## src/hdl/cft_pkg.sv

```systemverilog
// Shared types and constants for the cuckoo flow table.
package cft_pkg;

    localparam int HASH_W   = 18;   // protocol + two ports
    localparam int HASH_LAT = 4;    // S_HASH wait from key change to both slots ready
    localparam int KICK_W   = 8;
    localparam int COUNT_W  = 5;

    typedef enum logic [2:0] {
        ST_HIT      = 3'd0,
        ST_MISS     = 3'd1,
        ST_INSERTED = 3'd2,
        ST_PRESENT  = 3'd3,
        ST_UPDATED  = 3'd4,
        ST_OVERFLOW = 3'd5
    } t_status;

    typedef enum logic {
        OP_LOOKUP = 1'b0,
        OP_INSERT = 1'b1
    } t_op;

    typedef struct packed {
        logic        valid;
        logic [63:0] addrs;
        logic [39:0] proto_ports;
        logic [63:0] value;
    } t_entry;

    typedef struct packed {
        logic    clr;
        logic    load;
        logic    rd;
        logic    upd;
        logic    place;
        logic    kick;
        logic    fin;
        t_status status;
    } t_dp_cmd;

    typedef struct packed {
        logic clr_last;
        logic op;
        logic hit_a;
        logic hit_b;
        logic val_eq;
        logic occ;
        logic kicks_max;
        logic out_free;
    } t_dp_stat;

endpackage

```

## src/hdl/cft_ctrl.sv

```systemverilog
// Controller: clearing sweep, probe sequencing and eviction walk.
module cft_ctrl (
    input  logic              i_clk,
    input  logic              i_rst_n,
    input  logic              i_in_valid,
    output logic              o_in_stall,
    input  cft_pkg::t_dp_stat i_stat,
    output cft_pkg::t_dp_cmd  o_cmd
);
    import cft_pkg::*;

    typedef enum logic [3:0] {
        S_CLR  = 4'b0001,
        S_IDLE = 4'b0010,
        S_HASH = 4'b0100,
        S_CHK  = 4'b1000
    } t_state;

    t_state     r_state, n_state;
    logic [2:0] r_wait, n_wait;
    logic       r_first, n_first;

    always_ff @(posedge i_clk) begin
        if (!i_rst_n) begin
            r_state <= S_CLR;
            r_wait  <= '0;
            r_first <= 1'b0;
        end else begin
            r_state <= n_state;
            r_wait  <= n_wait;
            r_first <= n_first;
        end
    end

    always_comb begin
        n_state    = r_state;
        n_wait     = r_wait;
        n_first    = r_first;
        o_cmd      = '0;
        o_cmd.status = ST_MISS;
        o_in_stall = 1'b1;
        case (r_state)
            S_CLR: begin
                o_cmd.clr = 1'b1;
                if (i_stat.clr_last) begin
                    n_state = S_IDLE;
                end
            end
            S_IDLE: begin
                o_in_stall = 1'b0;
                if (i_in_valid) begin
                    o_cmd.load = 1'b1;
                    n_first    = 1'b1;
                    n_wait     = '0;
                    n_state    = S_HASH;
                end
            end
            S_HASH: begin
                n_wait = r_wait + 3'd1;
                if (r_wait == 3'(HASH_LAT)) begin
                    o_cmd.rd = 1'b1;
                    n_state  = S_CHK;
                end
            end
            S_CHK: begin
                if (r_first && i_stat.op == OP_LOOKUP) begin
                    if (i_stat.out_free) begin
                        o_cmd.fin    = 1'b1;
                        o_cmd.status = (i_stat.hit_a || i_stat.hit_b) ? ST_HIT : ST_MISS;
                        n_state      = S_IDLE;
                    end
                end else if (r_first && (i_stat.hit_a || i_stat.hit_b)) begin
                    if (i_stat.out_free) begin
                        o_cmd.fin    = 1'b1;
                        o_cmd.upd    = !i_stat.val_eq;
                        o_cmd.status = i_stat.val_eq ? ST_PRESENT : ST_UPDATED;
                        n_state      = S_IDLE;
                    end
                end else if (!i_stat.occ) begin
                    if (i_stat.out_free) begin
                        o_cmd.fin    = 1'b1;
                        o_cmd.place  = 1'b1;
                        o_cmd.status = ST_INSERTED;
                        n_state      = S_IDLE;
                    end
                end else if (i_stat.kicks_max) begin
                    if (i_stat.out_free) begin
                        o_cmd.fin    = 1'b1;
                        o_cmd.status = ST_OVERFLOW;
                        n_state      = S_IDLE;
                    end
                end else begin
                    // displace the occupant, then rehash it for the other table
                    o_cmd.kick = 1'b1;
                    n_first    = 1'b0;
                    n_wait     = '0;
                    n_state    = S_HASH;
                end
            end
            default: begin
                n_state = S_CLR;
            end
        endcase
    end

endmodule

```

## src/hdl/cft_dp.sv

```systemverilog
// Datapath: key in hand, slot hash pipeline, both tables and result register.
module cft_dp #(
    parameter int CAPACITY = 11
) (
    input  logic              i_clk,
    input  logic              i_rst_n,
    input  cft_pkg::t_dp_cmd  i_cmd,
    output cft_pkg::t_dp_stat o_stat,
    input  logic [7:0]        i_max_kicks,
    input  logic              i_opcode,
    input  logic [7:0]        i_protocol,
    input  logic [31:0]       i_src_addr,
    input  logic [31:0]       i_dst_addr,
    input  logic [15:0]       i_src_port_num,
    input  logic [15:0]       i_dst_port_num,
    input  logic [63:0]       i_new_value,
    output logic              o_out_valid,
    input  logic              i_out_stall,
    output logic [63:0]       o_result_value,
    output logic [2:0]        o_status,
    output logic [4:0]        o_entry_count
);
    import cft_pkg::*;

    localparam int CW = $clog2(CAPACITY);
    localparam int HW = HASH_W;
    localparam int SH = HW + CW;
    localparam int MW = HW + 1;
    localparam int PW = HW + MW;
    localparam logic [MW-1:0] RECIP = MW'((64'd1 << SH) / CAPACITY);
    localparam logic [HW-1:0] CAP_H = HW'(CAPACITY);
    localparam logic [CW-1:0] LAST  = CW'(CAPACITY - 1);

    // key in hand
    logic [63:0]        r_addrs;
    logic [39:0]        r_pp;
    logic [63:0]        r_value;
    logic               r_op;
    logic               r_tbl;
    logic [KICK_W-1:0]  r_kicks;
    logic [CW-1:0]      r_clr_addr;
    logic [COUNT_W-1:0] r_count, n_count;

    // hash pipeline
    logic [HW-1:0] h;
    logic [HW-1:0] r_h1, r_q1, r_q1d;
    logic [PW-1:0] r_p1, r_p2;
    logic [CW-1:0] r_r1, r_slot_b;
    logic [PW-1:0] sh1, sh2;
    logic [HW-1:0] q0a, q0b, rem_a, rem_b;
    logic [2*HW-1:0] qc_a, qc_b;
    logic          fix_a, fix_b;

    // tables
    t_entry mem_a [CAPACITY];
    t_entry mem_b [CAPACITY];
    t_entry r_rd_a, r_rd_b;
    t_entry wr_data, cur;
    logic   we_a, we_b;
    logic [CW-1:0] wa_a, wa_b;
    logic   hit_a, hit_b;

    logic               r_out_valid;
    logic [63:0]        r_out_value;
    t_status            r_out_status;
    logic [COUNT_W-1:0] r_out_count;

    assign h = HW'(r_pp[39:32]) + HW'(r_pp[31:16]) + HW'(r_pp[15:0]);

    // slot A = h mod CAP, slot B = (h div CAP) mod CAP, by reciprocal multiply
    assign sh1   = r_p1 >> SH;
    assign q0a   = sh1[HW-1:0];
    assign qc_a  = q0a * CAP_H;
    assign rem_a = r_h1 - qc_a[HW-1:0];
    assign fix_a = rem_a >= CAP_H;
    assign sh2   = r_p2 >> SH;
    assign q0b   = sh2[HW-1:0];
    assign qc_b  = q0b * CAP_H;
    assign rem_b = r_q1d - qc_b[HW-1:0];
    assign fix_b = rem_b >= CAP_H;

    always_ff @(posedge i_clk) begin
        r_h1  <= h;
        r_p1  <= PW'(h) * PW'(RECIP);
        r_q1  <= fix_a ? q0a + HW'(1) : q0a;
        r_r1  <= fix_a ? CW'(rem_a - CAP_H) : CW'(rem_a);
        r_q1d <= r_q1;
        r_p2  <= PW'(r_q1) * PW'(RECIP);
        r_slot_b <= fix_b ? CW'(rem_b - CAP_H) : CW'(rem_b);
    end

    assign hit_a = r_rd_a.valid && r_rd_a.addrs == r_addrs && r_rd_a.proto_ports == r_pp;
    assign hit_b = r_rd_b.valid && r_rd_b.addrs == r_addrs && r_rd_b.proto_ports == r_pp;
    assign cur   = r_tbl ? r_rd_b : r_rd_a;

    always_comb begin
        wr_data = i_cmd.clr ? t_entry'('0) : {1'b1, r_addrs, r_pp, r_value};
        wa_a    = i_cmd.clr ? r_clr_addr : r_r1;
        wa_b    = i_cmd.clr ? r_clr_addr : r_slot_b;
        we_a    = i_cmd.clr || (i_cmd.upd && hit_a)
               || ((i_cmd.place || i_cmd.kick) && !r_tbl);
        we_b    = i_cmd.clr || (i_cmd.upd && !hit_a)
               || ((i_cmd.place || i_cmd.kick) && r_tbl);
        n_count = i_cmd.place ? r_count + COUNT_W'(1) : r_count;
    end

    always_ff @(posedge i_clk) begin
        if (we_a) mem_a[wa_a] <= wr_data;
        if (we_b) mem_b[wa_b] <= wr_data;
        if (i_cmd.rd) begin
            r_rd_a <= mem_a[r_r1];
            r_rd_b <= mem_b[r_slot_b];
        end
    end

    always_ff @(posedge i_clk) begin
        if (i_cmd.load) begin
            r_addrs <= {i_src_addr, i_dst_addr};
            r_pp    <= {i_protocol, i_src_port_num, i_dst_port_num};
            r_value <= i_new_value;
            r_op    <= i_opcode;
        end else if (i_cmd.kick) begin
            r_addrs <= cur.addrs;
            r_pp    <= cur.proto_ports;
            r_value <= cur.value;
        end
        if (i_cmd.fin) begin
            r_out_value  <= (i_cmd.status == ST_HIT)
                          ? (hit_a ? r_rd_a.value : r_rd_b.value) : 64'd0;
            r_out_status <= i_cmd.status;
            r_out_count  <= n_count;
        end
    end

    always_ff @(posedge i_clk) begin
        if (!i_rst_n) begin
            r_tbl       <= 1'b0;
            r_kicks     <= '0;
            r_clr_addr  <= '0;
            r_count     <= '0;
            r_out_valid <= 1'b0;
        end else begin
            if (i_cmd.load) begin
                r_tbl   <= 1'b0;
                r_kicks <= '0;
            end else if (i_cmd.kick) begin
                r_tbl   <= !r_tbl;
                r_kicks <= r_kicks + KICK_W'(1);
            end
            if (i_cmd.clr) r_clr_addr <= r_clr_addr + CW'(1);
            r_count <= n_count;
            if (i_cmd.fin) r_out_valid <= 1'b1;
            else if (!i_out_stall) r_out_valid <= 1'b0;
        end
    end

    always_comb begin
        o_stat.clr_last  = r_clr_addr == LAST;
        o_stat.op        = r_op;
        o_stat.hit_a     = hit_a;
        o_stat.hit_b     = hit_b;
        o_stat.val_eq    = (hit_a ? r_rd_a.value : r_rd_b.value) == r_value;
        o_stat.occ       = cur.valid;
        o_stat.kicks_max = r_kicks >= i_max_kicks;
        o_stat.out_free  = !r_out_valid || !i_out_stall;
    end

    assign o_out_valid    = r_out_valid;
    assign o_result_value = r_out_value;
    assign o_status       = r_out_status;
    assign o_entry_count  = r_out_count;

endmodule

```

## src/hdl/cuckoo_flow_table_unit.sv

```systemverilog
// Top level of the two-way cuckoo flow table.
// Two tables of CAPACITY entries, slot A = h mod CAPACITY and slot B =
// (h div CAPACITY) mod CAPACITY with h = protocol + src port + dst port. After
// reset a clearing pass writes every entry of both tables before the first
// transaction is taken. A lookup or a hit on insert passes the slot hash
// pipeline, one registered table read, and one decision step that loads the
// result register once the output is free. Each eviction reruns the hash and
// the table read for the displaced entry, up to max_kicks displacements. The
// controller returns to idle before taking the next transaction, and one
// transaction is in work at a time; a finished result waits in its own
// register while the next transaction is accepted.
module cuckoo_flow_table_unit #(
    parameter int CAPACITY = 11
) (
    input  logic        i_clk,
    input  logic        i_rst_n,
    input  logic        i_cfg_we,
    input  logic [7:0]  i_cfg_wdata,
    input  logic        i_in_valid,
    output logic        o_in_stall,
    input  logic        i_opcode,
    input  logic [7:0]  i_protocol,
    input  logic [31:0] i_src_addr,
    input  logic [31:0] i_dst_addr,
    input  logic [15:0] i_src_port_num,
    input  logic [15:0] i_dst_port_num,
    input  logic [63:0] i_new_value,
    output logic        o_out_valid,
    input  logic        i_out_stall,
    output logic [63:0] o_result_value,
    output logic [2:0]  o_status,
    output logic [4:0]  o_entry_count
);
    import cft_pkg::*;

    logic [7:0] r_max_kicks;
    t_dp_cmd    cmd;
    t_dp_stat   stat;

    always_ff @(posedge i_clk) begin
        if (!i_rst_n) begin
            r_max_kicks <= 8'd32;
        end else if (i_cfg_we) begin
            r_max_kicks <= i_cfg_wdata;
        end
    end

    cft_ctrl u_ctrl (
        .i_clk      (i_clk),
        .i_rst_n    (i_rst_n),
        .i_in_valid (i_in_valid),
        .o_in_stall (o_in_stall),
        .i_stat     (stat),
        .o_cmd      (cmd)
    );

    cft_dp #(.CAPACITY(CAPACITY)) u_dp (
        .i_clk          (i_clk),
        .i_rst_n        (i_rst_n),
        .i_cmd          (cmd),
        .o_stat         (stat),
        .i_max_kicks    (r_max_kicks),
        .i_opcode       (i_opcode),
        .i_protocol     (i_protocol),
        .i_src_addr     (i_src_addr),
        .i_dst_addr     (i_dst_addr),
        .i_src_port_num (i_src_port_num),
        .i_dst_port_num (i_dst_port_num),
        .i_new_value    (i_new_value),
        .o_out_valid    (o_out_valid),
        .i_out_stall    (i_out_stall),
        .o_result_value (o_result_value),
        .o_status       (o_status),
        .o_entry_count  (o_entry_count)
    );

`ifndef SYNTH
    // one transaction in work at a time
    a_single_item: assert property (@(posedge i_clk) disable iff (!i_rst_n)
        (i_in_valid && !o_in_stall) |=> o_in_stall)
        else $error("input accepted while a transaction is in work");

    // only a lookup hit carries a value
    a_zero_value: assert property (@(posedge i_clk) disable iff (!i_rst_n)
        (o_out_valid && o_status != ST_HIT) |-> o_result_value == 64'd0)
        else $error("non-hit result with nonzero value");

    a_status_code: assert property (@(posedge i_clk) disable iff (!i_rst_n)
        o_out_valid |-> (o_status == ST_HIT || o_status == ST_MISS
            || o_status == ST_INSERTED || o_status == ST_PRESENT
            || o_status == ST_UPDATED || o_status == ST_OVERFLOW))
        else $error("undefined status code");
`endif

endmodule

```

## config.mk

```make
export PLATFORM = sky130hd
export DESIGN_NAME = cuckoo_flow_table_unit
export DESIGN_NICKNAME = d
export VERILOG_FILES = /design/src/hdl/cft_pkg.sv /design/src/hdl/cft_ctrl.sv /design/src/hdl/cft_dp.sv /design/src/hdl/cuckoo_flow_table_unit.sv
export SDC_FILE = /design/constraint.sdc
export NUM_CORES = 2
export LEC_CHECK = 0
export BUFFER_PORTS_ARGS = -buffer_cell sky130_fd_sc_hd__buf_2
export CORE_AREA = 4 4 617 619
export CTS_BUF_LIST = sky130_fd_sc_hd__clkbuf_4
export DETAILED_ROUTE_END_ITERATION = 6
export DIE_AREA = 0 0 621 623
export PLACE_DENSITY = 0.65
export SYNTH_ARGS = -nofsm -noshare
export SYNTH_HDL_FRONTEND = slang
export SYNTH_SLANG_ARGS = --single-unit
export TNS_END_PERCENT = 50
```

## constraint.sdc

```tcl
create_clock -name i_clk -period 31.9 [get_ports i_clk]
set_input_delay 3.19 -clock i_clk [delete_from_list [all_inputs] [get_ports i_clk]]
set_output_delay 3.19 -clock i_clk [all_outputs]
set_load 0.05 [all_outputs]
```

==> qor.json <==
{
  "post_cts_buffers": 0,
  "total_power_mw": 25.02,
  "reg2reg_setup_slack_ns": 21.18,
  "clock-root-buffer": "clkbuf_4",
  "timing.final.hold_violations": 0,
  "width_of_the_die_um": 621,
  "worst_ir_drop_vdd_v": 0.0003329,
  "critical-path-max-stage-delay_ns": 0.64,
  "total_overflow_reported_by_the_global_router": 0,
  "timing.critical_path.arrival_ns": 12.25,
  "first_global_vias": 108100,
  "power_leakage_nw": 74.39,
  "tritoncts_clock_tree": "built",
  "routed_via_density": 5.976,
  "power_density_nw_per_um2": 119.6,
  "synthesized_net_count": 11830,
  "area_growth_syn_to_layout_pct": 11.71,
  "drc": 0,
  "antenna_found_initial": 34,
  "layout_worst_path_cycle_share_pct": 33.61,
  "synth_enable_flop_cells": 4297,
  "synth_top_cell_by_area": "edfxtp_1",
  "die-height_um": 623,
  "netlist-cell-type-count": 84,
  "setup-violations-final": 0,
  "worstSetupEndpoint": "u_dp.r_p1[36]$_DFF_P_",
  "ys_async_sr_fraction_pct": 0,
  "detail_route.wl_per_cell_um": 30.02,
  "worstPathRequired_ns": 33.43,
  "nFillCells": 29380,
  "synth.ff_latch_count": 4418,
  "final_cell_area_um2": 209100,
  "numCtsBuffers": 1179,
  "vias_after_detailed_routing": 107000,
  "initial_utilization_pct": 49.92,
  "cts_max_path_buffers": 5,
  "synthesis.area_um2": 187200,
  "grt_util_all_layers_pct": 27.67,
  "crit_path_start": "u_dp.r_pp[16]$_DFFE_PP_",
  "placement.io_buffers": 255,
  "num_rows": 225,
  "die_area_um2": 386900,
  "library_cell_with_the_highest_instance_count_after_synthesis": "edfxtp_1",
  "setup_total_negative_slack_ns": 0,
  "clock-sinks": 4418,
  "yosys-top-cells-area": "edfxtp_1, mux4_2, mux2i_1",
  "outcome": "completed",
  "worstReg2RegStart": "u_dp.r_pp[16]$_DFFE_PP_",
  "hold_class": "flop to flop",
  "path_max_fanout": 5,
  "antenna_violating_nets_post_route": 0,
  "drt_first_pass_iters": 7,
  "holdPathStages": 0,
  "finalWeightedCongestion": 0.9903,
  "worst_pin_slew_ns": 1.426,
  "grt_setup_unrepaired": "no",
  "clock_latency_ns": 1.69,
  "drt_wl_total_um": 537700,
  "worst-setup-path-type": "flop to flop",
  "ctsHoldBuffers": 0,
  "dpl-instance-area_um2": 195400,
  "clock-skew-final_ns": 0.1713,
  "placeableCoreArea_um2": 375000,
  "worst_hold_slack_ns": 0.5233,
  "period_needed_ns": 10.72,
  "design.portCount": 256,
  "slowest_stage": "a211oi_1",
  "crit_path_end_kind": "flop",
  "synthesis.yosys.warnings": 0,
  "critical_path.startpoint_type": "flop",
  "yosysSeqAreaShare_pct": 70.22,
  "r2r-end": "u_dp.r_p1[36]$_DFF_P_",
  "place.detailed.hpwl_um": 322100,
  "slew_viols_final": 0,
  "path_clk_slew_ns": 0.06,
  "avgSynthCellArea_um2": 17.01,
  "grt_pass1_wl_um": 765400,
  "fmaxAchievable_ghz": 0.09327,
  "cts_max_level": 7,
  "post_cts_resize_count": 0,
  "largest_net_degree_at_the_start_of_global_routing": 164,
  "synth-main-ff-cell": "edfxtp_1",
  "drv.max_cap_violation_count": 0,
  "synth_top_cells_by_count": "edfxtp_1, nand2_1, o21ai_0",
  "slew_headroom_pct": 4.749,
  "timing.reg2reg.worst_path_depth": 43,
  "yosys.area.top_type_share_pct": 68.93,
  "drtIter0Drc": 13130,
  "finalNetCount": 13030,
  "final_layout_size_suffix_gt1_share_pct": 23.26,
  "synthesis.instances": 11010
}
state kept, by name (all words and copies together) (netlist names), 5 cells and up:
name and flops:
u_dp.r_rd_a 169, u_dp.r_q1d 16, u_dp.r_pp 40, u_dp.r_rd_b 169, u_dp.r_q1 16, u_dp.r_kicks 8
u_dp.r_p1 15, r_max_kicks 8, u_dp.r_value 64, u_dp.r_count 5, u_dp.r_addrs 64, u_dp.mem_b 1859
u_dp.o_entry_count 5, u_dp.mem_a 1859, u_dp.o_result_value 64, u_dp.r_h1 18, u_dp.r_p2 13
metal layers:
layer	share of wire [%]	track usage [%]	vias to the layer above	routed length, µm
met5	0.012	0	-	67
met4	4.7	13.77	10	25380
met3	9.2	6.100	1067	49390
met2	47	43.14	5801	253200
met1	39	37.04	54920	209700
li1	-	-	45240	-
per-stage QoR:
step	std cells	setup WS, ns	utilization [%]
CTS	17870	21.24	55.70
finish	17910	21.18	55.77
global placement	16020	21.17	52.10
floorplan	11010	14.53	-
detailed placement	16020	21.29	52.10
global route	17900	20.59	55.76
cells by family after synthesis:
| group | Yosys count | share of synthesized area, % |
|---|---|---|
| AOI/OAI and AO/OA | 1285 | 3.905 |
| xor gates and xnor gates | 305 | 1.427 |
| and+or+nand+nor | 1735 | 4.187 |
| muxes | 1562 | 12.88 |
| DFF | 4418 | 70.22 |
| adders and majority gates | 639 | 5.242 |
| buffers and inverters | 1061 | 2.140 |
layout by cell type (no fill, tap or decap), drive strengths merged, types with 17 or more instances in the layout:
cell type / count
edfxtp: 4297
o21bai: 18
nand4: 80
mux2i: 878
mux4: 676
nor2: 174
nand3: 29
nor4: 55
diode: 30
xnor2: 219
a21oi: 130
ha: 397
fa: 242
buf: 511
xor2: 86
nand2b: 101
clkinv: 189
clkbuf: 1632
a21o: 34
o22ai: 22
nor3: 29
nor2b: 171
a211oi: 17
o2111ai: 28
dfxtp: 121
o21ai: 901
and2: 17
inv: 597
nand2: 1028
how the worst min path moves through the flow:
stage	to	startpoint	slack, ns
4_1_cts	r_max_kicks[7]$_SDFFE_PN0P_	r_max_kicks[7]$_SDFFE_PN0P_	0.53
3_5_place_dp	u_dp.r_q1d[6]$_DFF_P_	u_dp.r_q1[6]$_DFF_P_	0.50
3_3_place_gp	r_max_kicks[5]$_SDFFE_PN1P_	r_max_kicks[5]$_SDFFE_PN1P_	0.49
2_1_floorplan	u_dp.r_q1d[6]$_DFF_P_	u_dp.r_q1[6]$_DFF_P_	0.41
5_1_grt	u_dp.r_q1d[6]$_DFF_P_	u_dp.r_q1[6]$_DFF_P_	0.54
6_report	u_dp.r_q1d[6]$_DFF_P_	u_dp.r_q1[6]$_DFF_P_	0.52
area by class of cell:
class | instances | area (µm²) | share of cell area, %
flip-flops and latches | 4418 | 131500 | 62.88
multi-input cells | 5526 | 52190 | 24.96
clock buffers | 1632 | 12250 | 5.859
well taps | 4994 | 6248 | 2.988
repair buffers | 511 | 3451 | 1.650
inverters | 575 | 2173 | 1.039
clock inverters | 225 | 1242 | 0.5941
diodes | 30 | 75.07 | 0.03590
power by group:
group / internal (mW) / total, mW / switching (mW)
registers: 8.70 / 9.09 / 0.389
logic: 4.24 / 11.3 / 7.02
clock network: 2.45 / 4.66 / 2.22
total: 15.4 / 25.0 / 9.63
critical path: cells and delay by family (launching register included):
kind | cells | cell delay (ns)
AO/OA/AOI/OAI | 19 | 4.35
adder cells (fa/ha/maj) | 10 | 3.98
XOR/XNOR | 4 | 0.84
AND/OR/NAND/NOR | 5 | 0.62
flip-flops | 1 | 0.45
buffers and inverters | 5 | 0.31
Note: power is estimated with default switching activity, not from simulation.
